==> config.mk <==
export PLATFORM = sky130hd
export DESIGN_NAME = wtf8_to_utf16_transcoder_core_flat
export DESIGN_NICKNAME = d
export VERILOG_FILES = /design/src/w8u16_pkg.sv /design/src/w8u16_if.sv /design/src/w8u16_decode.sv /design/src/wtf8_to_utf16_transcoder_core.sv /design/src/flat_wrapper.sv
export SDC_FILE = /design/constraint.sdc
export NUM_CORES = 1
export LEC_CHECK = 0
export BUFFER_PORTS_ARGS = -buffer_cell sky130_fd_sc_hd__buf_2
export CORE_MARGIN = 1
export CORE_UTILIZATION = 58
export DETAILED_ROUTE_END_ITERATION = 10
export PLACE_DENSITY = 0.83
export RECOVER_POWER = 25
export SYNTH_ARGS = -nofsm -noshare
export SYNTH_HDL_FRONTEND = slang
export SYNTH_HIERARCHICAL = 1
export SYNTH_SLANG_ARGS = --single-unit
==> constraint.sdc <==
create_clock -name clk -period 6.3 [get_ports clk]
set_clock_uncertainty 0.1 [all_clocks]
set_input_delay 0.945 -clock clk [delete_from_list [all_inputs] [get_ports clk]]
set_output_delay 0.945 -clock clk [all_outputs]
set_load 0.03 [all_outputs]
==> src/w8u16_pkg.sv <==
// ----------------------------------------------------------------------------
// w8u16_pkg
// Types and constants shared by the WTF-8 to UTF-16 transcoder.
// ----------------------------------------------------------------------------
package w8u16_pkg;

  localparam logic [7:0]  LEAD_MIN      = 8'hC2;
  localparam logic [7:0]  LEAD2_MAX     = 8'hDF;
  localparam logic [7:0]  LEAD3_MAX     = 8'hEF;
  localparam logic [7:0]  LEAD4_MAX     = 8'hF4;
  localparam logic [7:0]  ASCII_MAX     = 8'h7F;
  localparam logic [1:0]  CONT_TAG      = 2'b10;
  localparam logic [20:0] CP_MAX        = 21'h10FFFF;
  localparam logic [20:0] CP_BMP_MAX    = 21'h00FFFF;
  localparam logic [20:0] CP_SUPP_BASE  = 21'h010000;
  localparam logic [5:0]  HI_SURR_TAG   = 6'b110110;
  localparam logic [5:0]  LO_SURR_TAG   = 6'b110111;

  localparam int unsigned FIFO_DEPTH    = 4;
  localparam int unsigned FIFO_AW       = $clog2(FIFO_DEPTH);

  typedef struct packed {
    logic [1:0]  bytes_pending;
    logic [7:0]  lead_byte;
    logic [20:0] partial_point;
  } dec_state_t;

  typedef struct packed {
    logic [15:0] code_unit;
    logic        error;
    logic        last_in_run;
    logic        end_of_string;
  } result_t;

  typedef struct packed {
    logic [1:0]  num_results;
    result_t     res0;
    result_t     res1;
    dec_state_t  state_next;
  } dec_out_t;

endpackage

==> src/w8u16_if.sv <==
// ----------------------------------------------------------------------------
// w8u16 channel interfaces
// Valid/ready channels for input bytes and output code units.
// ----------------------------------------------------------------------------
interface w8u16_byte_if;
  logic       valid;
  logic       ready;
  logic [7:0] byte_in;

  modport source (output valid, output byte_in, input ready);
  modport sink   (input valid, input byte_in, output ready);
endinterface

interface w8u16_unit_if;
  logic        valid;
  logic        ready;
  logic [15:0] code_unit;
  logic        error;
  logic        last_in_run;
  logic        end_of_string;

  modport source (output valid, output code_unit, output error, output last_in_run,
                  output end_of_string, input ready);
  modport sink   (input valid, input code_unit, input error, input last_in_run,
                  input end_of_string, output ready);
endinterface

==> src/w8u16_decode.sv <==
// ----------------------------------------------------------------------------
// w8u16_decode
// Single-byte WTF-8 decode step: next state and up to two UTF-16 results.
// ----------------------------------------------------------------------------
module w8u16_decode (
  input  logic [7:0]           byte_in,
  input  w8u16_pkg::dec_state_t state,
  output w8u16_pkg::dec_out_t   dec
);
  import w8u16_pkg::*;

  logic [20:0] pp_shift;
  logic [1:0]  pend_dec;
  logic [20:0] cp;
  logic        cp_bad;
  logic [20:0] v;
  result_t     err_res;

  assign pp_shift = {state.partial_point[14:0], byte_in[5:0]};
  assign pend_dec = state.bytes_pending - 2'd1;
  assign v        = cp - CP_SUPP_BASE;

  always_comb begin
    if (state.lead_byte <= LEAD2_MAX) begin
      cp     = {10'd0, pp_shift[10:0]};
      cp_bad = 1'b0;
    end else if (state.lead_byte <= LEAD3_MAX) begin
      cp     = {5'd0, pp_shift[15:0]};
      cp_bad = 1'b0;
    end else begin
      cp     = pp_shift;
      cp_bad = (state.lead_byte > LEAD4_MAX) || (pp_shift > CP_MAX);
    end
  end

  always_comb begin
    err_res = '{code_unit: 16'd0, error: 1'b1, last_in_run: 1'b1, end_of_string: 1'b0};
    dec             = '0;
    dec.state_next  = state;
    if (state.bytes_pending == 2'd0) begin
      if (byte_in <= ASCII_MAX) begin
        dec.num_results = 2'd1;
        dec.res0 = '{code_unit: {8'd0, byte_in}, error: 1'b0, last_in_run: 1'b1,
                     end_of_string: (byte_in == 8'd0)};
      end else if (byte_in < LEAD_MIN) begin
        dec.num_results = 2'd1;
        dec.res0        = err_res;
        dec.state_next  = '0;
      end else begin
        dec.state_next.lead_byte = byte_in;
        if (byte_in inside {[LEAD_MIN:LEAD2_MAX]}) begin
          dec.state_next.bytes_pending = 2'd1;
          dec.state_next.partial_point = {16'd0, byte_in[4:0]};
        end else if (byte_in <= LEAD3_MAX) begin
          dec.state_next.bytes_pending = 2'd2;
          dec.state_next.partial_point = {17'd0, byte_in[3:0]};
        end else begin
          dec.state_next.bytes_pending = 2'd3;
          dec.state_next.partial_point = {18'd0, byte_in[2:0]};
        end
      end
    end else if (byte_in[7:6] != CONT_TAG) begin
      dec.num_results = 2'd1;
      dec.res0        = err_res;
      dec.state_next  = '0;
    end else if (pend_dec != 2'd0) begin
      dec.state_next.bytes_pending = pend_dec;
      dec.state_next.partial_point = pp_shift;
    end else begin
      dec.state_next = '0;
      if (cp_bad) begin
        dec.num_results = 2'd1;
        dec.res0        = err_res;
      end else if (cp > CP_BMP_MAX) begin
        dec.num_results = 2'd2;
        dec.res0 = '{code_unit: {HI_SURR_TAG, v[19:10]}, error: 1'b0, last_in_run: 1'b0,
                     end_of_string: 1'b0};
        dec.res1 = '{code_unit: {LO_SURR_TAG, v[9:0]}, error: 1'b0, last_in_run: 1'b1,
                     end_of_string: 1'b0};
      end else begin
        dec.num_results = 2'd1;
        dec.res0 = '{code_unit: cp[15:0], error: 1'b0, last_in_run: 1'b1,
                     end_of_string: 1'b0};
      end
    end
  end

endmodule

==> src/wtf8_to_utf16_transcoder_core.sv <==
// ----------------------------------------------------------------------------
// wtf8_to_utf16_transcoder_core
// WTF-8 byte stream in, UTF-16 code units out.
// ----------------------------------------------------------------------------
// Channels: bytes carries one WTF-8 byte per item (valid/ready); units carries
// one UTF-16 code unit per item with error, last_in_run and end_of_string.
// A byte is accepted at a rising edge with valid and ready both high.
// Each byte is decoded in the cycle it is accepted; its results are registered
// into a four-entry output queue and appear on units from the queue head.
// Throughput: one byte per cycle while bytes.ready is high. A four-byte
// sequence above U+FFFF gives two units, popped one per cycle on units.ready.
// bytes.ready is high while the queue holds at most two units, so a byte is
// taken while earlier units still wait at the output.
// When the receiver stalls, the queue fills and bytes.ready drops; nothing
// is lost or repeated.
// Reset (rst, synchronous, active high) empties the queue and returns the
// decoder to idle with no sequence open.
// ----------------------------------------------------------------------------
module wtf8_to_utf16_transcoder_core (
  input  logic        clk,
  input  logic        rst,
  w8u16_byte_if.sink   bytes,
  w8u16_unit_if.source units
);
  import w8u16_pkg::*;

  dec_state_t          state;
  dec_out_t            dec;
  result_t             fifo [FIFO_DEPTH];
  logic [FIFO_AW-1:0]  wr_ptr;
  logic [FIFO_AW-1:0]  rd_ptr;
  logic [FIFO_AW:0]    count;
  logic [FIFO_AW:0]    count_next;
  logic                push;
  logic                pop;
  logic [FIFO_AW-1:0]  wr_ptr_1;
  result_t             head;

  w8u16_decode u_decode (
    .byte_in (bytes.byte_in),
    .state   (state),
    .dec     (dec)
  );

  assign bytes.ready = (count < (FIFO_AW+1)'(FIFO_DEPTH - 1));
  assign push        = bytes.valid && bytes.ready;
  assign pop         = units.valid && units.ready;
  assign wr_ptr_1    = wr_ptr + FIFO_AW'(1);

  always_comb begin
    count_next = count;
    if (push) begin
      count_next = count_next + {{(FIFO_AW-1){1'b0}}, dec.num_results};
    end
    if (pop) begin
      count_next = count_next - (FIFO_AW+1)'(1);
    end
  end

  always_ff @(posedge clk) begin
    if (rst) begin
      state  <= '0;
      wr_ptr <= '0;
      rd_ptr <= '0;
      count  <= '0;
    end else begin
      count <= count_next;
      if (push) begin
        state  <= dec.state_next;
        wr_ptr <= wr_ptr + FIFO_AW'(dec.num_results);
      end
      if (pop) begin
        rd_ptr <= rd_ptr + FIFO_AW'(1);
      end
    end
  end

  always_ff @(posedge clk) begin
    if (push && (dec.num_results != 2'd0)) begin
      fifo[wr_ptr] <= dec.res0;
    end
    if (push && (dec.num_results == 2'd2)) begin
      fifo[wr_ptr_1] <= dec.res1;
    end
  end

  assign head                = fifo[rd_ptr];
  assign units.valid         = (count != '0);
  assign units.code_unit     = head.code_unit;
  assign units.error         = head.error;
  assign units.last_in_run   = head.last_in_run;
  assign units.end_of_string = head.end_of_string;

endmodule
==> src/flat_wrapper.sv <==
// flat-port wrapper written by rule: the top's interface ports become plain ports
module wtf8_to_utf16_transcoder_core_flat import w8u16_pkg::*;
  (clk, rst, bytes_valid, bytes_byte_in, bytes_ready, units_valid, units_code_unit, units_error, units_last_in_run, units_end_of_string, units_ready);
  w8u16_byte_if bytes_i ();
  w8u16_unit_if units_i ();
  input  logic clk;
  input  logic rst;
  input wire logic [$bits(bytes_i.valid)-1:0] bytes_valid;
  input wire logic [$bits(bytes_i.byte_in)-1:0] bytes_byte_in;
  output wire logic [$bits(bytes_i.ready)-1:0] bytes_ready;
  output wire logic [$bits(units_i.valid)-1:0] units_valid;
  output wire logic [$bits(units_i.code_unit)-1:0] units_code_unit;
  output wire logic [$bits(units_i.error)-1:0] units_error;
  output wire logic [$bits(units_i.last_in_run)-1:0] units_last_in_run;
  output wire logic [$bits(units_i.end_of_string)-1:0] units_end_of_string;
  input wire logic [$bits(units_i.ready)-1:0] units_ready;
  assign bytes_i.valid = bytes_valid;
  assign bytes_i.byte_in = bytes_byte_in;
  assign bytes_ready = bytes_i.ready;
  assign units_valid = units_i.valid;
  assign units_code_unit = units_i.code_unit;
  assign units_error = units_i.error;
  assign units_last_in_run = units_i.last_in_run;
  assign units_end_of_string = units_i.end_of_string;
  assign units_i.ready = units_ready;
  wtf8_to_utf16_transcoder_core u_core (.clk(clk), .rst(rst), .bytes(bytes_i), .units(units_i));
endmodule
# Word-level counts from Yosys, hierarchy flattened
# Memory sizes are Yosys's and may differ from the RTL's. A register that Yosys moved wholly into a read port is not among the register bits.
# Cells that the tools add are included.
[totals] regBits=32 ram_bits=76 inputBits=12 out_inout_bits=21 elab_cells=76 memories=1
[memory_table] memory="u_core.fifo" words=4 width=19 rd=1 rd_clocked_by_memory_dff=1 write_ports=2 line="wtf8_to_utf16_transcoder_core.sv:29" text="result_t fifo [FIFO_DEPTH];"
[classes] add_sub_neg=7 magnitude_cmp=11 n_eq_ne=4 n_mux=34 reduce_logical=13
[ops] cell="$mux 21" n=7
[ops] cell="$mux 31" n=4
[ops] cell="$mux 19" n=4
[ops] cell="$mux 20" n=2
[ops] cell="$mux 40" n=1
[ops] cell="$le 8x8->1 const B" n=4
[ops] cell="$gt 21x16->1 const B" n=1
[ops] cell="$gt 21x21->1 const B" n=1
[ops] cell="$sub 20x17->20 const B" n=1
[ops] cell="$ge 8x8->1 const B" n=1
[ops] cell="$gt 8x8->1 const B" n=1
[ops] cell="$le 8x7->1 const B" n=1
[ops] cell="$logic_not 8->1" n=1
[ops] cell="$lt 8x8->1 const B" n=1
[ops] cell="$mux 2" n=4
[ops] cell="$mux 8" n=1
[ops] cell="$mux 1" n=7
[ops] cell="$mux 3" n=2
[ops] cell="$logic_and 1x1->1" n=5
[ops] cell="$mux 5" n=1
[ops] cell="$add 2x1->2 const B" n=2
[ops] cell="$mux 4" n=1
[ops] cell="$ne 2x2->1 const B" n=2
[ops] cell="$reduce_bool 2->1" n=2
[ops] cell="other kinds (12)" n=12

# Logic depth before layout (Yosys ltp)
[depth] word_depth=13 depth_mapped=19 depth_no_buf=17

# Hierarchy
# The synthesis kept the hierarchy.
[modules_own_cells] module="wtf8_to_utf16_transcoder_core" n_inst=1 cells_each=393 area_each_um2=5345.1 seq_area_each_um2=3083.0
[modules_own_cells] module="w8u16_decode" n_inst=1 cells_each=173 area_each_um2=1142.3 seq_area_each_um2=0.0

# Least setup slack after synthesis
# Ideal clock, no wire load.
[synth_timing] kind="input to register" from="input bytes_byte_in[4]" to="memory u_core/fifo[3][0] in the netlist's numbering (enable)" setup_time_ns=0.423 arrival_ns=4.150 t_required_ns=5.777 slack_ns=1.626 path_stages=10 n_path_buf=3 path_cell_list="buf_2 > nand4_1 > nor4_2 > nand3_1 > a21oi_4 > buf_4 > buf_4 > nor2b_2 > a21oi_1 > nor3b_1"
[synth_rtl] item="start, declared" line="flat_wrapper.sv:9" text="input wire logic [$bits(bytes_i.byte_in)-1:0] bytes_byte_in;"
[synth_rtl] item="end, declared" line="wtf8_to_utf16_transcoder_core.sv:29"

==> flow_summary.toml <==
[floorplanning]
io_pins = 33
start_util_pct = 60.2
core_um2 = 10400
die-area_um2 = 11200
fp.dieW_um = 106
die-height_um = 106
num_rows = 37

[cts]
cts_buffers = 9
h-tree-depth = 3
cts.sinks = 110
cts_resized = 0
cts.path.max_buffers = 2
clockRootBuffer = "clkbuf_8"
post_cts_buffers = 0
insertion_delay_ns = 0.37
clkTransAtPathRegs_ns = 0.11
cts_tree = "done"
ctsHoldBuffers = 0

[sta]
tightest_slew_ns = 2.14
slew-limit-headroom_pct = -43.0
hold_violations = 0
setup_viol_count_final = 0
fmax_mhz = 228
grt_setup_unrepaired = "no"
slew_violations = 63
finalCriticalPeriod_ns = 4.39
setup-tns-final_ns = 0
post-route-period-util_pct = 69.7

[hold_path]
holdCritPathClass = "flip-flop to flip-flop"

[detailed_routing]
dr.pass1.iters = 5
wire_per_inst_um = 19.6
viasPerCell = 6.25
drt-initial-drc-count = 411
via_count = 4258
ant_nets = 0
drc_errors = 0
wirelength_um = 13400

[pwr]
power_frac_comb_pct = 33.6
peakVddDrop_mv = 0.153
p_per_area_nw_per_um2 = 317
seqPwrFrac_pct = 44.9
power_uw = 2060
leakage_uw = 0.00228
swShare_pct = 36.6
switchingPower_uw = 753
p_int_uw = 1310
clkPwrFrac_pct = 21.6

[critical_path]
path_max_fanout = 43
crit_path_frequent_cell = "and3_4"
arrival_ns = 4.41
crit_family = "simple AND/OR/NAND/NOR gates"
required_ns = 6.32
critical_path_buf_inv_count = 0
path_class = "flip-flop to flip-flop"
critPathCaptureType = "flip-flop"
slowest_delay_ns = 0.82
start_kind = "flip-flop"
slowest_stage = "a21oi_4"
path_cells = "and3_1, and2_0, nand2_1, ha_1, o21ai_0, nand3_1, a21oi_4, nor2b_2, and3_4, and3_4, mux2_2"

[global_routing]
grt_pass1_vias = 4052
grt_pass1_wl_um = 21500
antenna_found_initial = 0
grtUsageTotal_pct = 25.0
grt_overflow = 0
grt_max_degree = 44

[cells_and_area]
area_growth_pct = 4.21
layout_common_cells = "83 x nand2_1, 76 x mux2_2, 76 x edfxtp_1"
drive_gt1_share_pct = 27.2
fillerInstances = 823
nNetsFinal = 560
layout_commonest_cell = "nand2_1"
num_antenna_cells = 0

[logic_synthesis]
syn_area_um2 = 6240
netlist_instances = 536
avgSynthCellArea_um2 = 11.6
yosysWarningCount = 6

[run]
cap_violations = 2

[placement]
port_buffers = 32
post-dp-hpwl_um = 8730
routabilityCongestion = 0.922

[outcome]
violations = "max-capacitance violations, max-slew violations"
outcome = "finished, violations left"
## cell type report
class / count / area (um2) / area share [%]
sequential: 110 / 2960 / 45.6
timing repair buffer: 39 / 184 / 2.83
clock inverter: 6 / 78.8 / 1.21
inverter: 9 / 33.8 / 0.520
multi-input combinational: 371 / 2950 / 45.3
tap: 136 / 170 / 2.62
clock buffer: 10 / 128 / 1.96
## power groups by stage
stage / registers, uW / clock network [uW] / logic (uW)
after detailed placement: 941 / 0 / 713
after floorplan: 902 / 0 / 587
final: 924 / 444 / 691
after CTS: 925 / 450 / 717
after global routing: 935 / 474 / 745
after global placement: 935 / 0 / 700
## registers in the layout (all words and copies together) (netlist names), named ones only
register / count
u_core/count: 3
u_core/wr_ptr: 2
u_core/state: 25
u_core/rd_ptr: 2
u_core/fifo: 76
## stage by stage
stage / hold WS (ns) / utilization [%] / cell area (um2) / std cells / setup WS, ns
floorplan: 0.336 / - / 6250 / 538 / 1.63
global placement: 0.345 / 61.0 / 6330 / 665 / 1.92
detailed placement: 0.353 / 61.0 / 6330 / 665 / 1.77
CTS: 0.370 / 63.0 / 6540 / 681 / 2.04
global route: 0.399 / 62.7 / 6500 / 681 / 1.58
finish: 0.374 / 62.7 / 6500 / 681 / 1.91
## worst reg2reg max path: cells and delay by family, from the launching register on
family	cells	cell delay (ns)
AND/OR/NAND/NOR	7	2.03
AO/OA/AOI/OAI	2	0.98
adder cells (fa/ha/maj)	1	0.22
multiplexers	1	0.39
flip-flops	1	0.42
## worst paths after layout
path	startpoint	to	slack [ns]	cells after the start
max	u_core/state[27]$_SDFFE_PP0N_	u_core/fifo[0][3]$_DFFE_PP_	1.91	11
min	u_core/state[30]$_SDFFE_PP0N_	u_core/state[30]$_SDFFE_PP0N_	0.37	2
max reg2reg	u_core/state[27]$_SDFFE_PP0N_	u_core/fifo[0][3]$_DFFE_PP_	1.91	11
min reg2reg	u_core/state[30]$_SDFFE_PP0N_	u_core/state[30]$_SDFFE_PP0N_	0.37	2
## metal layers
metal  GRT usage, %  part of all wire [%]
met1           34.8                    43
met2           41.6                    49
met3           3.34                   7.4
met4           6.15                   1.5
met5              0                     0
No activity file was read; power rests on OpenSTA's default activity.
